==> src/hw/rtl/pms_pkg.sv <==
// ----------------------------------------------------------------------------
// Polyline miter stroker package
// Shared widths, configuration register indexes and the command and pair
// types that pass between the sequencer, the root/divide unit and the
// output stage.
// ----------------------------------------------------------------------------
package pms_pkg;

  localparam int COORD_W   = 24;
  localparam int THICK_W   = 16;
  localparam int COLOR_W   = 32;
  localparam int CFG_IDX_W = 1;
  localparam int CFG_DATA_W = 32;

  localparam logic [CFG_IDX_W-1:0] REG_THICKNESS = 1'b0;
  localparam logic [CFG_IDX_W-1:0] REG_COLOR     = 1'b1;

  localparam int OFS_W = 22;

  localparam int SD_BITS_W = 64;
  localparam int SD_REM_W  = 32;
  localparam int SD_DEN_W  = 32;
  localparam int SD_CNT_W  = 6;
  localparam int SD_RES_W  = 40;

  typedef enum logic {
    OP_SQRT = 1'b0,
    OP_DIV  = 1'b1
  } sd_op_e;

  typedef struct packed {
    sd_op_e                op;
    logic [SD_BITS_W-1:0]  bits;
    logic [SD_REM_W-1:0]   rem;
    logic [SD_DEN_W-1:0]   den;
    logic [SD_CNT_W-1:0]   count;
  } sd_cmd_t;

  typedef struct packed {
    logic signed [COORD_W-1:0] px;
    logic signed [COORD_W-1:0] py;
    logic signed [OFS_W-1:0]   ox;
    logic signed [OFS_W-1:0]   oy;
    logic                      last;
  } pair_t;

endpackage

==> src/hw/rtl/pms_sqdiv.sv <==
// ----------------------------------------------------------------------------
// Shared root/divide unit
// Restoring integer square root (two radicand bits per cycle) and restoring
// division (one quotient bit per cycle) in one set of shift registers.
// ----------------------------------------------------------------------------
module pms_sqdiv import pms_pkg::*; (
  input  logic                clk_i,
  input  logic                rst_ni,
  input  logic                start_i,
  input  sd_cmd_t             cmd_i,
  output logic                done_o,
  output logic [SD_RES_W-1:0] res_o
);

  localparam int REM_W = SD_REM_W + 3;

  logic                 busy_q, busy_d;
  logic                 done_q, done_d;
  sd_op_e               op_q, op_d;
  logic [SD_BITS_W-1:0] bits_q, bits_d;
  logic [REM_W-1:0]     rem_q, rem_d;
  logic [SD_DEN_W-1:0]  den_q, den_d;
  logic [SD_RES_W-1:0]  res_q, res_d;
  logic [SD_CNT_W-1:0]  cnt_q, cnt_d;

  logic [REM_W-1:0] cand, trial;
  logic             take;

  always_comb begin
    if (op_q == OP_SQRT) begin
      cand  = {rem_q[REM_W-3:0], bits_q[SD_BITS_W-1 -: 2]};
      trial = {1'b0, res_q[SD_REM_W-1:0], 2'b01};
    end else begin
      cand  = {rem_q[REM_W-2:0], bits_q[SD_BITS_W-1]};
      trial = REM_W'(den_q);
    end
    take = (cand >= trial);
  end

  always_comb begin
    busy_d = busy_q;
    done_d = 1'b0;
    op_d   = op_q;
    bits_d = bits_q;
    rem_d  = rem_q;
    den_d  = den_q;
    res_d  = res_q;
    cnt_d  = cnt_q;
    if (start_i) begin
      busy_d = 1'b1;
      op_d   = cmd_i.op;
      bits_d = cmd_i.bits;
      rem_d  = REM_W'(cmd_i.rem);
      den_d  = cmd_i.den;
      res_d  = '0;
      cnt_d  = cmd_i.count;
    end else if (busy_q) begin
      rem_d  = take ? (cand - trial) : cand;
      res_d  = {res_q[SD_RES_W-2:0], take};
      bits_d = (op_q == OP_SQRT) ? (bits_q << 2) : (bits_q << 1);
      cnt_d  = cnt_q - SD_CNT_W'(1);
      if (cnt_q == SD_CNT_W'(1)) begin
        busy_d = 1'b0;
        done_d = 1'b1;
      end
    end
  end

  always_ff @(posedge clk_i or negedge rst_ni) begin
    if (!rst_ni) begin
      busy_q <= 1'b0;
      done_q <= 1'b0;
    end else begin
      busy_q <= busy_d;
      done_q <= done_d;
    end
  end

  always_ff @(posedge clk_i) begin
    op_q   <= op_d;
    bits_q <= bits_d;
    rem_q  <= rem_d;
    den_q  <= den_d;
    res_q  <= res_d;
    cnt_q  <= cnt_d;
  end

  assign done_o = done_q;
  assign res_o  = res_q;

endmodule

==> src/hw/rtl/pms_emit.sv <==
// ----------------------------------------------------------------------------
// Vertex pair output stage
// Adds and subtracts the offset from the base point, saturates each
// coordinate and holds the pair in an output register until its transfer.
// ----------------------------------------------------------------------------
module pms_emit import pms_pkg::*; (
  input  logic                      clk_i,
  input  logic                      rst_ni,
  input  logic                      load_i,
  input  pair_t                     pair_i,
  input  logic [COLOR_W-1:0]        color_i,
  output logic                      rdy_o,
  output logic                      out_valid_o,
  input  logic                      out_stall_i,
  output logic signed [COORD_W-1:0] left_x_o,
  output logic signed [COORD_W-1:0] left_y_o,
  output logic signed [COORD_W-1:0] right_x_o,
  output logic signed [COORD_W-1:0] right_y_o,
  output logic [COLOR_W-1:0]        pair_color_o,
  output logic                      clipped_o,
  output logic                      strip_end_o
);

  localparam int SUM_W = COORD_W + 2;
  localparam logic signed [SUM_W-1:0] HI =
    {{(SUM_W-COORD_W+1){1'b0}}, {(COORD_W-1){1'b1}}};
  localparam logic signed [SUM_W-1:0] LO =
    {{(SUM_W-COORD_W+1){1'b1}}, {(COORD_W-1){1'b0}}};

  function automatic logic [COORD_W:0] sat(input logic signed [SUM_W-1:0] v);
    logic [COORD_W:0] r;
    if (v > HI) begin
      r = {1'b1, HI[COORD_W-1:0]};
    end else if (v < LO) begin
      r = {1'b1, LO[COORD_W-1:0]};
    end else begin
      r = {1'b0, v[COORD_W-1:0]};
    end
    return r;
  endfunction

  logic signed [SUM_W-1:0] bx, by, ox, oy;
  logic [COORD_W:0]        lx, ly, rx, ry;

  logic                      vld_q, vld_d;
  logic signed [COORD_W-1:0] lx_q, ly_q, rx_q, ry_q;
  logic [COLOR_W-1:0]        color_q;
  logic                      clip_q, end_q;

  always_comb begin
    bx = SUM_W'(pair_i.px);
    by = SUM_W'(pair_i.py);
    ox = SUM_W'(pair_i.ox);
    oy = SUM_W'(pair_i.oy);
    lx = sat(bx - ox);
    ly = sat(by - oy);
    rx = sat(bx + ox);
    ry = sat(by + oy);
  end

  assign rdy_o = !vld_q || !out_stall_i;

  always_comb begin
    vld_d = vld_q;
    if (load_i) begin
      vld_d = 1'b1;
    end else if (!out_stall_i) begin
      vld_d = 1'b0;
    end
  end

  always_ff @(posedge clk_i or negedge rst_ni) begin
    if (!rst_ni) begin
      vld_q <= 1'b0;
    end else begin
      vld_q <= vld_d;
    end
  end

  always_ff @(posedge clk_i) begin
    if (load_i) begin
      lx_q    <= lx[COORD_W-1:0];
      ly_q    <= ly[COORD_W-1:0];
      rx_q    <= rx[COORD_W-1:0];
      ry_q    <= ry[COORD_W-1:0];
      color_q <= color_i;
      clip_q  <= lx[COORD_W] | ly[COORD_W] | rx[COORD_W] | ry[COORD_W];
      end_q   <= pair_i.last;
    end
  end

  assign out_valid_o  = vld_q;
  assign left_x_o     = lx_q;
  assign left_y_o     = ly_q;
  assign right_x_o    = rx_q;
  assign right_y_o    = ry_q;
  assign pair_color_o = color_q;
  assign clipped_o    = clip_q;
  assign strip_end_o  = end_q;

endmodule

==> src/hw/rtl/polyline_miter_stroker.sv <==
// ----------------------------------------------------------------------------
// Polyline miter stroker
// A first point gives no pair. Each later point needs the unit direction of its
// segment (root, then two divides); an interior pair also needs the unit miter
// direction, a ratio divide and a root. Normalization shifts and zero vectors change
// how long this takes. A final point then offers its own end pair through the offset
// steps alone. The input stalls while the sequencer is busy, paced by the shared
// root/divide unit (32 root steps, 18 or 40 quotient steps). Reset clears the
// sequencer, point count and output valid, loads thickness 1.0 and color all ones.
// ----------------------------------------------------------------------------
module polyline_miter_stroker import pms_pkg::*; (
  input  logic                      clk_i,
  input  logic                      rst_ni,
  input  logic                      cfg_wr_en_i,
  input  logic [CFG_IDX_W-1:0]      cfg_idx_i,
  input  logic [CFG_DATA_W-1:0]     cfg_wdata_i,
  input  logic                      in_valid_i,
  output logic                      in_stall_o,
  input  logic signed [COORD_W-1:0] point_x_i,
  input  logic signed [COORD_W-1:0] point_y_i,
  input  logic                      final_point_i,
  output logic                      out_valid_o,
  input  logic                      out_stall_i,
  output logic signed [COORD_W-1:0] left_x_o,
  output logic signed [COORD_W-1:0] left_y_o,
  output logic signed [COORD_W-1:0] right_x_o,
  output logic signed [COORD_W-1:0] right_y_o,
  output logic [COLOR_W-1:0]        pair_color_o,
  output logic                      clipped_o,
  output logic                      strip_end_o
);

  localparam int VEC_W   = COORD_W + 1;
  localparam int DIR_W   = 19;
  localparam int Q_W     = 18;
  localparam int RAT_W   = 18;
  localparam int MUL_A_W = 36;
  localparam int MUL_B_W = 22;
  localparam int MUL_W   = MUL_A_W + MUL_B_W;
  localparam int ACC_W   = 45;

  localparam int DIR_ONE   = 65536;
  localparam int DOT_LIM   = 64881;
  localparam int RATIO_CAP = 163840;

  localparam logic [SD_CNT_W-1:0] SQRT_STEPS = SD_CNT_W'(32);
  localparam logic [SD_CNT_W-1:0] UDIV_STEPS = SD_CNT_W'(Q_W);
  localparam logic [SD_CNT_W-1:0] RDIV_STEPS = SD_CNT_W'(40);
  localparam logic [SD_REM_W-1:0] RDIV_REM0  = SD_REM_W'(512);

  typedef enum logic [20:0] {
    S_IDLE = 21'h000001,
    S_ABS  = 21'h000002,
    S_NORM = 21'h000004,
    S_SQ1  = 21'h000008,
    S_SQ2  = 21'h000010,
    S_SQ3  = 21'h000020,
    S_ROOT = 21'h000040,
    S_DIVX = 21'h000080,
    S_DIVY = 21'h000100,
    S_URET = 21'h000200,
    S_DOT1 = 21'h000400,
    S_DOT2 = 21'h000800,
    S_DOT3 = 21'h001000,
    S_RDIV = 21'h002000,
    S_RSQ  = 21'h004000,
    S_E1   = 21'h008000,
    S_E2   = 21'h010000,
    S_E3   = 21'h020000,
    S_E4   = 21'h040000,
    S_E5   = 21'h080000,
    S_PUSH = 21'h100000
  } state_e;

  typedef enum logic {
    RET_D2    = 1'b0,
    RET_MITER = 1'b1
  } ret_e;

  function automatic sd_cmd_t unit_div(input logic [VEC_W-1:0] a,
                                       input logic [SD_DEN_W-1:0] l);
    logic [47:0] num;
    sd_cmd_t     c;
    num     = {a[20:0], 26'd0} + {17'd0, l[SD_DEN_W-1:1]};
    c.op    = OP_DIV;
    c.bits  = {num[Q_W-1:0], {(SD_BITS_W-Q_W){1'b0}}};
    c.rem   = SD_REM_W'(num[47:Q_W]);
    c.den   = l;
    c.count = UDIV_STEPS;
    return c;
  endfunction

  function automatic logic signed [OFS_W-1:0] rnd_ofs(input logic signed [MUL_W-1:0] v);
    logic [MUL_W-1:0] mag;
    logic [MUL_W-1:0] r;
    mag = v[MUL_W-1] ? MUL_W'(-v) : MUL_W'(v);
    r   = (mag + (MUL_W'(1) << 32)) >> 33;
    return v[MUL_W-1] ? OFS_W'(MUL_W'(0) - r) : OFS_W'(r);
  endfunction

  state_e state_q, state_d;
  ret_e   ret_q, ret_d;
  logic [1:0]         seen_q, seen_d;
  logic [THICK_W-1:0] thick_q, thick_d;
  logic [COLOR_W-1:0] color_q, color_d;

  logic signed [COORD_W-1:0] px_q, px_d, py_q, py_d, held_x_q, held_x_d, held_y_q, held_y_d;
  logic signed [COORD_W-1:0] bx_q, bx_d, by_q, by_d;
  logic                      fin_q, fin_d, last_q, last_d;
  logic signed [DIR_W-1:0]   d1x_q, d1x_d, d1y_q, d1y_d, d2x_q, d2x_d, d2y_q, d2y_d;
  logic signed [DIR_W-1:0]   ux_q, ux_d, uy_q, uy_d, nx_q, nx_d, ny_q, ny_d;
  logic signed [VEC_W-1:0]   vx_q, vx_d, vy_q, vy_d;
  logic [VEC_W-1:0]          ax_q, ax_d, ay_q, ay_d;
  logic                      sx_q, sx_d, sy_q, sy_d;
  logic [SD_DEN_W-1:0]       len_q, len_d;
  logic [Q_W-1:0]            qx_q, qx_d;
  logic signed [ACC_W-1:0]   acc_q, acc_d;
  logic signed [MUL_W-1:0]   mul_q;
  logic [RAT_W-1:0]          ratio_q, ratio_d;
  logic signed [OFS_W-1:0]   ox_q, ox_d, oy_q, oy_d;

  logic signed [MUL_A_W-1:0] mul_a;
  logic signed [MUL_B_W-1:0] mul_b;
  logic [VEC_W-1:0]          nrm_max;
  logic signed [ACC_W-1:0]   sum;
  logic [ACC_W-1:0]          dmag, dr;
  logic [16:0]               dclamp;
  logic [16:0]               dden;

  logic                sd_start, sd_done;
  sd_cmd_t             sd_cmd;
  logic [SD_RES_W-1:0] sd_res;
  logic                emit_load, emit_rdy;
  pair_t               emit_pair;

  assign in_stall_o = (state_q != S_IDLE);
  assign nrm_max    = (ax_q > ay_q) ? ax_q : ay_q;
  assign sum        = acc_q + mul_q[ACC_W-1:0];

  always_comb begin
    dmag   = sum[ACC_W-1] ? ACC_W'(-sum) : ACC_W'(sum);
    dr     = (dmag + ACC_W'(32768)) >> 16;
    dclamp = (dr > ACC_W'(DOT_LIM)) ? 17'(DOT_LIM) : dr[16:0];
    dden   = sum[ACC_W-1] ? (17'(DIR_ONE) - dclamp) : (17'(DIR_ONE) + dclamp);
  end

  always_comb begin
    mul_a = '0;
    mul_b = '0;
    case (state_q)
      S_SQ1: begin
        mul_a = MUL_A_W'(ax_q);
        mul_b = MUL_B_W'(ax_q);
      end
      S_SQ2: begin
        mul_a = MUL_A_W'(ay_q);
        mul_b = MUL_B_W'(ay_q);
      end
      S_DOT1: begin
        mul_a = MUL_A_W'(d1x_q);
        mul_b = MUL_B_W'(d2x_q);
      end
      S_DOT2: begin
        mul_a = MUL_A_W'(d1y_q);
        mul_b = MUL_B_W'(d2y_q);
      end
      S_E1: begin
        mul_a = MUL_A_W'(nx_q);
        mul_b = MUL_B_W'(ratio_q);
      end
      S_E3: begin
        mul_a = MUL_A_W'(ny_q);
        mul_b = MUL_B_W'(ratio_q);
      end
      S_E2, S_E4: begin
        mul_a = mul_q[MUL_A_W-1:0];
        mul_b = MUL_B_W'(thick_q);
      end
      default: begin
        mul_a = '0;
        mul_b = '0;
      end
    endcase
  end

  always_comb begin
    state_d  = state_q;
    ret_d    = ret_q;
    seen_d   = seen_q;
    thick_d  = thick_q;
    color_d  = color_q;
    px_d     = px_q;
    py_d     = py_q;
    fin_d    = fin_q;
    held_x_d = held_x_q;
    held_y_d = held_y_q;
    bx_d     = bx_q;
    by_d     = by_q;
    last_d   = last_q;
    d1x_d    = d1x_q;
    d1y_d    = d1y_q;
    d2x_d    = d2x_q;
    d2y_d    = d2y_q;
    ux_d     = ux_q;
    uy_d     = uy_q;
    nx_d     = nx_q;
    ny_d     = ny_q;
    vx_d     = vx_q;
    vy_d     = vy_q;
    ax_d     = ax_q;
    ay_d     = ay_q;
    sx_d     = sx_q;
    sy_d     = sy_q;
    len_d    = len_q;
    qx_d     = qx_q;
    acc_d    = acc_q;
    ratio_d  = ratio_q;
    ox_d     = ox_q;
    oy_d     = oy_q;
    sd_start = 1'b0;
    sd_cmd   = '0;
    emit_load = 1'b0;

    if (cfg_wr_en_i) begin
      case (cfg_idx_i)
        REG_THICKNESS: thick_d = cfg_wdata_i[THICK_W-1:0];
        REG_COLOR:     color_d = cfg_wdata_i[COLOR_W-1:0];
        default: begin
        end
      endcase
    end

    case (state_q)
      S_IDLE: begin
        if (in_valid_i) begin
          px_d  = point_x_i;
          py_d  = point_y_i;
          fin_d = final_point_i;
          if (seen_q == 2'd0) begin
            if (!final_point_i) begin
              held_x_d = point_x_i;
              held_y_d = point_y_i;
              seen_d   = 2'd1;
            end
          end else begin
            vx_d    = VEC_W'(point_x_i) - VEC_W'(held_x_q);
            vy_d    = VEC_W'(point_y_i) - VEC_W'(held_y_q);
            ret_d   = RET_D2;
            state_d = S_ABS;
          end
        end
      end
      S_ABS: begin
        sx_d = vx_q[VEC_W-1];
        sy_d = vy_q[VEC_W-1];
        ax_d = vx_q[VEC_W-1] ? VEC_W'(-vx_q) : VEC_W'(vx_q);
        ay_d = vy_q[VEC_W-1] ? VEC_W'(-vy_q) : VEC_W'(vy_q);
        if (vx_q == '0 && vy_q == '0) begin
          ux_d    = '0;
          uy_d    = '0;
          state_d = S_URET;
        end else begin
          state_d = S_NORM;
        end
      end
      S_NORM: begin
        if (nrm_max[VEC_W-1:21] != '0) begin
          ax_d = ax_q >> 1;
          ay_d = ay_q >> 1;
        end else if (!nrm_max[20]) begin
          ax_d = ax_q << 1;
          ay_d = ay_q << 1;
        end else begin
          state_d = S_SQ1;
        end
      end
      S_SQ1: state_d = S_SQ2;
      S_SQ2: begin
        acc_d   = mul_q[ACC_W-1:0];
        state_d = S_SQ3;
      end
      S_SQ3: begin
        sd_start     = 1'b1;
        sd_cmd.op    = OP_SQRT;
        sd_cmd.bits  = {sum[43:0], 20'd0};
        sd_cmd.count = SQRT_STEPS;
        state_d      = S_ROOT;
      end
      S_ROOT: begin
        if (sd_done) begin
          len_d    = sd_res[SD_DEN_W-1:0];
          sd_start = 1'b1;
          sd_cmd   = unit_div(ax_q, sd_res[SD_DEN_W-1:0]);
          state_d  = S_DIVX;
        end
      end
      S_DIVX: begin
        if (sd_done) begin
          qx_d     = sd_res[Q_W-1:0];
          sd_start = 1'b1;
          sd_cmd   = unit_div(ay_q, len_q);
          state_d  = S_DIVY;
        end
      end
      S_DIVY: begin
        if (sd_done) begin
          ux_d    = sx_q ? -$signed({1'b0, qx_q}) : $signed({1'b0, qx_q});
          uy_d    = sy_q ? -$signed({1'b0, sd_res[Q_W-1:0]})
                         : $signed({1'b0, sd_res[Q_W-1:0]});
          state_d = S_URET;
        end
      end
      S_URET: begin
        if (ret_q == RET_D2) begin
          d2x_d  = ux_q;
          d2y_d  = uy_q;
          bx_d   = held_x_q;
          by_d   = held_y_q;
          last_d = 1'b0;
          if (seen_q == 2'd1) begin
            nx_d    = -uy_q;
            ny_d    = ux_q;
            ratio_d = RAT_W'(DIR_ONE);
            state_d = S_E1;
          end else begin
            vx_d    = -(VEC_W'(d1y_q) + VEC_W'(uy_q));
            vy_d    = VEC_W'(d1x_q) + VEC_W'(ux_q);
            ret_d   = RET_MITER;
            state_d = S_ABS;
          end
        end else begin
          if (ux_q == '0 && uy_q == '0) begin
            nx_d = -d1y_q;
            ny_d = d1x_q;
          end else begin
            nx_d = ux_q;
            ny_d = uy_q;
          end
          state_d = S_DOT1;
        end
      end
      S_DOT1: state_d = S_DOT2;
      S_DOT2: begin
        acc_d   = mul_q[ACC_W-1:0];
        state_d = S_DOT3;
      end
      S_DOT3: begin
        sd_start     = 1'b1;
        sd_cmd.op    = OP_DIV;
        sd_cmd.bits  = '0;
        sd_cmd.rem   = RDIV_REM0;
        sd_cmd.den   = SD_DEN_W'(dden);
        sd_cmd.count = RDIV_STEPS;
        state_d      = S_RDIV;
      end
      S_RDIV: begin
        if (sd_done) begin
          sd_start     = 1'b1;
          sd_cmd.op    = OP_SQRT;
          sd_cmd.bits  = SD_BITS_W'(sd_res);
          sd_cmd.count = SQRT_STEPS;
          state_d      = S_RSQ;
        end
      end
      S_RSQ: begin
        if (sd_done) begin
          ratio_d = (sd_res > SD_RES_W'(RATIO_CAP)) ? RAT_W'(RATIO_CAP)
                                                   : sd_res[RAT_W-1:0];
          state_d = S_E1;
        end
      end
      S_E1: state_d = S_E2;
      S_E2: state_d = S_E3;
      S_E3: begin
        ox_d    = rnd_ofs(mul_q);
        state_d = S_E4;
      end
      S_E4: state_d = S_E5;
      S_E5: begin
        oy_d    = rnd_ofs(mul_q);
        state_d = S_PUSH;
      end
      S_PUSH: begin
        if (emit_rdy) begin
          emit_load = 1'b1;
          if (last_q) begin
            seen_d  = 2'd0;
            state_d = S_IDLE;
          end else if (fin_q) begin
            nx_d    = -d2y_q;
            ny_d    = d2x_q;
            ratio_d = RAT_W'(DIR_ONE);
            bx_d    = px_q;
            by_d    = py_q;
            last_d  = 1'b1;
            state_d = S_E1;
          end else begin
            held_x_d = px_q;
            held_y_d = py_q;
            d1x_d    = d2x_q;
            d1y_d    = d2y_q;
            seen_d   = 2'd2;
            state_d  = S_IDLE;
          end
        end
      end
      default: state_d = S_IDLE;
    endcase
  end

  always_ff @(posedge clk_i or negedge rst_ni) begin
    if (!rst_ni) begin
      state_q <= S_IDLE;
      ret_q   <= RET_D2;
      seen_q  <= 2'd0;
      thick_q <= THICK_W'(256);
      color_q <= '1;
    end else begin
      state_q <= state_d;
      ret_q   <= ret_d;
      seen_q  <= seen_d;
      thick_q <= thick_d;
      color_q <= color_d;
    end
  end

  always_ff @(posedge clk_i) begin
    px_q     <= px_d;
    py_q     <= py_d;
    fin_q    <= fin_d;
    held_x_q <= held_x_d;
    held_y_q <= held_y_d;
    bx_q     <= bx_d;
    by_q     <= by_d;
    last_q   <= last_d;
    d1x_q    <= d1x_d;
    d1y_q    <= d1y_d;
    d2x_q    <= d2x_d;
    d2y_q    <= d2y_d;
    ux_q     <= ux_d;
    uy_q     <= uy_d;
    nx_q     <= nx_d;
    ny_q     <= ny_d;
    vx_q     <= vx_d;
    vy_q     <= vy_d;
    ax_q     <= ax_d;
    ay_q     <= ay_d;
    sx_q     <= sx_d;
    sy_q     <= sy_d;
    len_q    <= len_d;
    qx_q     <= qx_d;
    acc_q    <= acc_d;
    ratio_q  <= ratio_d;
    ox_q     <= ox_d;
    oy_q     <= oy_d;
    mul_q    <= mul_a * mul_b;
  end

  pms_sqdiv u_sqdiv (
    .clk_i   (clk_i),
    .rst_ni  (rst_ni),
    .start_i (sd_start),
    .cmd_i   (sd_cmd),
    .done_o  (sd_done),
    .res_o   (sd_res)
  );

  assign emit_pair = '{px: bx_q, py: by_q, ox: ox_q, oy: oy_q, last: last_q};

  pms_emit u_emit (
    .clk_i        (clk_i),
    .rst_ni       (rst_ni),
    .load_i       (emit_load),
    .pair_i       (emit_pair),
    .color_i      (color_q),
    .rdy_o        (emit_rdy),
    .out_valid_o  (out_valid_o),
    .out_stall_i  (out_stall_i),
    .left_x_o     (left_x_o),
    .left_y_o     (left_y_o),
    .right_x_o    (right_x_o),
    .right_y_o    (right_y_o),
    .pair_color_o (pair_color_o),
    .clipped_o    (clipped_o),
    .strip_end_o  (strip_end_o)
  );

  // The root/divide unit only finishes while the sequencer waits for it.
  a_done_in_wait: assert property (@(posedge clk_i) disable iff (!rst_ni)
    sd_done |-> (state_q == S_ROOT || state_q == S_DIVX || state_q == S_DIVY ||
                 state_q == S_RDIV || state_q == S_RSQ))
    else $error("root/divide result arrived outside a wait state");

  // A first point is absorbed without leaving idle.
  a_first_point: assert property (@(posedge clk_i) disable iff (!rst_ni)
    (in_valid_i && !in_stall_o && seen_q == 2'd0) |=> state_q == S_IDLE)
    else $error("first point started a computation");

  // After the final pair of a strip the point count starts over.
  a_strip_reset: assert property (@(posedge clk_i) disable iff (!rst_ni)
    (emit_load && last_q) |=> (seen_q == 2'd0 && state_q == S_IDLE))
    else $error("point count not cleared after strip end");

  // A normalized component never exceeds the quotient width.
  a_quot_fits: assert property (@(posedge clk_i) disable iff (!rst_ni)
    (sd_done && (state_q == S_DIVX || state_q == S_DIVY)) |->
      sd_res[SD_RES_W-1:Q_W] == '0)
    else $error("unit vector quotient overflow");

endmodule

==> config.mk <==
export PLATFORM = sky130hd
export DESIGN_NAME = polyline_miter_stroker
export DESIGN_NICKNAME = d
export VERILOG_FILES = /design/src/hw/rtl/pms_pkg.sv /design/src/hw/rtl/pms_sqdiv.sv /design/src/hw/rtl/pms_emit.sv /design/src/hw/rtl/polyline_miter_stroker.sv
export SDC_FILE = /design/constraint.sdc
export NUM_CORES = 2
export LEC_CHECK = 0
export BUFFER_PORTS_ARGS = -buffer_cell sky130_fd_sc_hd__clkbuf_2
export CAP_MARGIN = 20
export CELL_PAD_IN_SITES_DETAIL_PLACEMENT = 0
export CELL_PAD_IN_SITES_GLOBAL_PLACEMENT = 1
export CORE_MARGIN = 4
export CORE_UTILIZATION = 45
export DETAILED_ROUTE_END_ITERATION = 10
export HOLD_SLACK_MARGIN = 0.12
export PLACE_DENSITY_LB_ADDON = 0.1
export SKIP_CTS_REPAIR_TIMING = 1
export SLEW_MARGIN = 5
export SYNTH_ARGS = -nofsm -noshare
export SYNTH_HDL_FRONTEND = slang
export SYNTH_SLANG_ARGS = --single-unit
==> constraint.sdc <==
create_clock -name clk_i -period 16.7 [get_ports clk_i]
set_clock_uncertainty 0.1 [all_clocks]
set_input_delay 2.505 -clock clk_i [delete_from_list [all_inputs] [get_ports clk_i]]
set_output_delay 2.505 -clock clk_i [all_outputs]
set_load 0.02 [all_outputs]
## After elaboration in Yosys (flattened, before gate mapping)

Cells that the tools add are included.

| word-level totals | value |
|---|---|
| register bits | 997 |
| input port bits | 87 |
| output and inout bits | 132 |
| word-level logic and storage cells | 336 |

| operators by class | value |
|---|---|
| add/subtract/negate cells | 28 |
| $mul | 1 |
| magnitude comparators | 12 |
| equality and inequality tests | 47 |
| mux-type cells | 149 |
| bitwise operators | 7 |
| reductions and logical operators | 41 |

Operator list:

| operator | count |
|---|---|
| $mux W25 | 23 |
| $mux W24 | 20 |
| $pmux W21 S21 | 1 |
| $pmux W65 S5 | 1 |
| $mux W19 | 17 |
| $mux W135 | 2 |
| $pmux W36 S7 | 1 |
| $mux W21 | 11 |
| $pmux W25 S2 | 4 |
| $mux W64 | 3 |
| $pmux W24 S2 | 4 |
| $pmux W64 S3 | 1 |
| $pmux W19 S2 | 4 |
| $pmux W22 S6 | 1 |
| $mux W18 | 7 |
| $gt A26 B24 Y1 const B | 4 |
| $lt A26 B24 Y1 const B | 4 |
| $add A47 B31 Y48 | 2 |
| $mux W34 | 2 |
| $mux W32 | 2 |
| $mul A36 B22 Y58 | 1 |
| $neg A19 Y19 | 3 |
| $add A55 B33 Y55 const B | 1 |
| $mux W55 | 1 |
| other kinds (81) | 165 |

## Longest topological paths before layout

| logic depth | value |
|---|---|
| word-level depth | 10 |
| depth in mapped cells | 43 |
| depth with buffers taken out | 40 |

## Cells and area by module

From an unflattened synthesis, not the netlist that was laid out.

| second synthesis, totals | value |
|---|---|
| cell total of the unflattened synthesis | 9,262 |
| area total of the unflattened synthesis | 88,895.3 um^2 |

By module, submodules not included:

| module | instances | cells each | area each (um^2) | seq. area each (um^2) |
|---|---|---|---|---|
| polyline_miter_stroker | 1 | 7,249 | 68,359.3 | 19,691.4 |
| pms_sqdiv | 1 | 964 | 10,462.5 | 4,944.7 |
| pms_emit | 1 | 1,049 | 10,073.4 | 3,928.8 |

## Worst setup path before layout

Ideal clock, no wire load.

| timing path | value |
|---|---|
| path kind | reg-to-reg |
| start | register state_q[2] |
| end | register mul_q[54] |
| setup time | 127 ps |
| arrival | 9,953 ps |
| data required time | 16,473 ps |
| slack | 6,521 ps |
| stages on the path, launching flop included | 40 |
| path buffers | 4 |
| period minus slack after synthesis | 10,179 ps |
| cell sequence | dfrtp_1 -> clkbuf_1 -> or4_1 -> nor2_1 -> nand2_1 -> nor4_1 -> and3b_1 -> or2_2 -> clkbuf_1 -> buf_1 -> a222oi_1 -> nand3_1 -> clkbuf_1 -> nand2_1 -> fa_1 -> inv_1 -> fa_1 -> inv_1 -> [4 not listed] -> fa_1 -> inv_1 -> fa_1 -> inv_1 -> ha_1 -> a21o_1 -> a21o_1 -> a311o_1 -> o21ai_0 -> a31oi_1 -> a221oi_1 -> a31oi_1 -> o41ai_1 -> o21ai_0 -> a21o_1 -> a21oi_1 -> o21ai_0 -> xor2_1 |

| between the ends | value |
|---|---|
| word-level cells in the longest chain between the ends | 4 |
| elaborated cells between the ends (all ways) | 13 |
| classes of those cells | mul: 1; eq/ne: 8; mux: 2; reduce/logical: 2 |

RTL lines:

| item | line | text |
|---|---|---|
| start, declared | polyline_miter_stroker.sv:101 | `state_e state_q, state_d;` |
| start signal, assigned | polyline_miter_stroker.sv:419 | `state_q <= state_d;` |
| $eq A21 B17 Y1 (tied with other cells) | polyline_miter_stroker.sv:150 | `case (state_q)` |
| $reduce_or A2 Y1, on equally long branches | -- |  |
| $pmux W36 S7 / $pmux W22 S6 (equally long branches) | polyline_miter_stroker.sv:150 |  |
| $mul A36 B22 Y58 * | polyline_miter_stroker.sv:456 | `mul_q <= mul_a * mul_b;` |
| end signal, assigned | polyline_miter_stroker.sv:456 |  |
| end, declared | polyline_miter_stroker.sv:118 | `logic signed [MUL_W-1:0] mul_q;` |

Mark *: on every way between the ends. The rest lies on a longest branch, timed or not.
A chain may end at the register's enable or synchronous reset.

## Worst setup path in the final report

Same ends and word-level chain as after synthesis.

==> flow_metrics.py <==
metrics = {
    "run_status": {
        "status": "finished, final reports clean",
    },
    "grt": {
        "grt_pass1_vias": 68600,
        "grt_usage": 0.283,
        "grt_pass1_wl_um": 436000,
        "grt_max_degree": 131,
        "grt-ovfl-total": 0,
        "antenna_found_initial": 15,
    },
    "setup_path": {
        "crit_path_frequent_cell": "fa_1",
        "cp-start-kind": "flip-flop",
        "slowest_delay_ns": 0.80,
        "worstPathRequired_ns": 17.23,
        "crit_fanout": 31,
        "crit_buf_inv": 4,
        "arrival_ns": 13.27,
        "critPathKind": "reg -> reg",
        "critPathTopFamily": "compound AO/OA/AOI/OAI gates",
        "end_kind": "flip-flop",
        "worst_path_max_delay_cell": "nand2_1",
    },
    "timing": {
        "setup_violations": 0,
        "setup_slack_ns": 3.96,
        "hold_viol": 0,
        "fmax_mhz": 78.5,
        "final.setup.tns_ns": 0,
        "rsz0062_at_grt": "no",
        "max_slew.worst_pin.slew_ns": 1.34,
        "slew_headroom": 0.108,
        "finalMaxSlewViolations": 0,
        "period_minus_slack_ns": 12.74,
        "fin_crit_sh": 0.763,
    },
    "floorplanning": {
        "core_um2": 193000,
        "pin_count": 219,
        "start_util": 0.453,
        "die_area_um2": 201000,
        "fp.dieW_um": 449,
        "rows": 161,
        "dieHeight_um": 449,
    },
    "synth": {
        "synth_area_per_cell_um2": 9.62,
        "synth_area_leaders": "edfxtp_1 28%, fa_1 18%, ha_1 7.0%, inv_1 4.9%, nand2_1 4.7%",
        "synth_top_cell_by_area": "edfxtp_1",
        "synth.distinct_cells": 102,
        "synth_seq_area_share": 0.327,
        "syn_inst": 9075,
        "post-synth-top-area-fraction": 0.283,
        "syn_area_um2": 87300,
        "synthArstFlopShare": 0.0754,
        "synth-edff-count": 822,
        "ys_ff_latch": 995,
        "yosys_warnings": 0,
        "synth_nets": 10400,
        "ys.flop_type": "edfxtp_1",
    },
    "clock_tree": {
        "htree_levels": 3,
        "cts_root_buf": "clkbuf_16",
        "cts_buffer_depth": 3,
        "clkSinkCount": 995,
        "clk_pin_slew_ns": 0.06,
        "cts_tree": "done",
        "cts_buffers": 114,
        "clk_latency_ns": 0.77,
    },
    "placement": {
        "place.gp.congestion": 0.929,
        "pre_cts_ws_ns": 3.93,
        "port_buffers": 218,
        "hpwl_um": 223000,
    },
    "power": {
        "ir_worst_vdd_v": 0.0000811,
        "p_per_area_nw_per_um2": 80.3,
        "leakage_nw": 41.9,
    },
    "cells_and_area": {
        "area_growth_pct": 8.99,
        "fillCellCount": 18100,
        "multi_input_area_um2": 53000,
        "fin_nets": 10500,
        "drive_gt1_frac": 0.0855,
        "seqCellArea_um2": 28600,
    },
    "drt": {
        "routed_wl_um": 289000,
        "drt-wirelength-per-cell_um": 24.5,
        "drt-initial-drc-count": 6261,
        "ant_nets": 0,
        "drc": 0,
        "num_vias": 68400,
        "first_pass_iters": 6,
        "via_per_inst": 5.80,
    },
    "hold_path": {
        "hp-class": "reg -> reg",
    },
    "flow_run": {
        "max-cap-violations": 0,
    },
}
logic make-up after synthesis:
logic type,synth area share
AOI/OAI and AO/OA,0.127
xor gates and xnor gates,0.0482
adders and majority gates,0.252
buffers and inverters,0.0684
DFF,0.327
muxes,0.0332
and+or+nand+nor,0.144
state kept, by name, indices dropped and copies added, names as in the netlist, 25 cells and up:
name / flops
vx_q: 25
u_sqdiv.res_o: 40
len_q: 32
mul_q: 56
u_sqdiv.rem_q: 34
ax_q: 25
u_sqdiv.den_q: 32
acc_q: 45
ay_q: 25
vy_q: 25
u_sqdiv.bits_q: 64
u_emit.pair_color_o: 32
color_q: 32
final timing paths:
path,from,to,slack (ns),cells past startpoint
max,state_q[2]$_DFFE_PN0P_,mul_q[54]$_DFF_P_,3.96,34
min in group asynchronous,rst_ni,thick_q[10]$_DFFE_PN0P_,1.62,1
max reg2reg,state_q[2]$_DFFE_PN0P_,mul_q[54]$_DFF_P_,3.96,34
max in group asynchronous,rst_ni,u_sqdiv.busy_q$_DFF_PN0_,13.72,2
min,u_sqdiv.rem_q[33]$_SDFFE_PP0P_,u_sqdiv.rem_q[33]$_SDFFE_PP0P_,0.36,2
min reg2reg,u_sqdiv.rem_q[33]$_SDFFE_PP0P_,u_sqdiv.rem_q[33]$_SDFFE_PP0P_,0.36,2
cell usage after synthesis (all sizes together) (136+ instances only):
library cell  instances
inv                1151
nand2              1095
nor3                159
nor2                666
mux2i               186
o21ai               432
edfxtp              822
ha                  489
fa                  793
xnor2               344
a21oi               474
xor2                136
clkbuf              395
layer usage:
layer / global-route usage / up-vias / routed length [um]
met3: 0.0444 / 453 / 21700
met5: 0 / - / 27
met4: 0.105 / 4 / 12000
met2: 0.445 / 2507 / 130000
met1: 0.397 / 34400 / 125000
li1: - / 31100 / -
cell type report:
type	instances	area share
multi-input combinational	6492	0.556
clock inverter	57	0.00560
timing repair buffer	402	0.0263
clock buffer	157	0.0326
sequential	995	0.300
antenna	12	0.000316
inverter	1151	0.0455
tap	2526	0.0332
metrics by stage:
step / hold WS [ns] / std cells / instance area (um^2) / power, mW / util
finish: 0.362 / 11800 / 95200 / 7.64 / 0.494
global route: 0.401 / 11800 / 95200 / 8.02 / 0.494
CTS: 0.365 / 11800 / 95100 / 7.69 / 0.493
detailed placement: 0.351 / 11600 / 91500 / 5.19 / 0.474
global placement: 0.345 / 11600 / 91500 / 5.16 / 0.474
floorplan: 0.306 / 9075 / 87300 / 4.55 / -
worst register-to-register path, delay by kind of cell (launching register included):
kind	cells	cell delay, ns
AOI/OAI and AO/OA	14	4.94
xor gates and xnor gates	1	0.15
adders and majority gates	8	3.93
buffers and inverters	4	0.49
DFF	1	0.47
and+or+nand+nor	7	2.54
cell usage in the layout (no fill, tap or decap), types with 72 or more instances in the layout:
cell,netlist,layout
xnor2_1,343,343
clkbuf_2,2,217
a21oi_1,474,473
clkbuf_16,0,115
buf_4,0,182
fa_1,793,793
mux2i_1,186,185
inv_1,1151,1147
dfxtp_1,98,97
o21ai_0,420,420
mux2_2,91,91
nand2_1,1095,1094
edfxtp_1,822,822
or3_1,72,72
nand3_1,130,128
a21o_1,126,126
nor2_1,666,660
and2_1,104,102
nor2b_1,76,76
a22oi_1,108,108
ha_1,489,489
xor2_1,136,136
nor3_1,157,153
power by group:
part           switching, mW  internal, mW  total [mW]
registers              0.185          3.04        3.22
clock network           1.09          1.40        2.49
logic                   1.22         0.712        1.93
total                   2.49          5.15        7.64
Note: power is estimated with default switching activity, not from simulation.
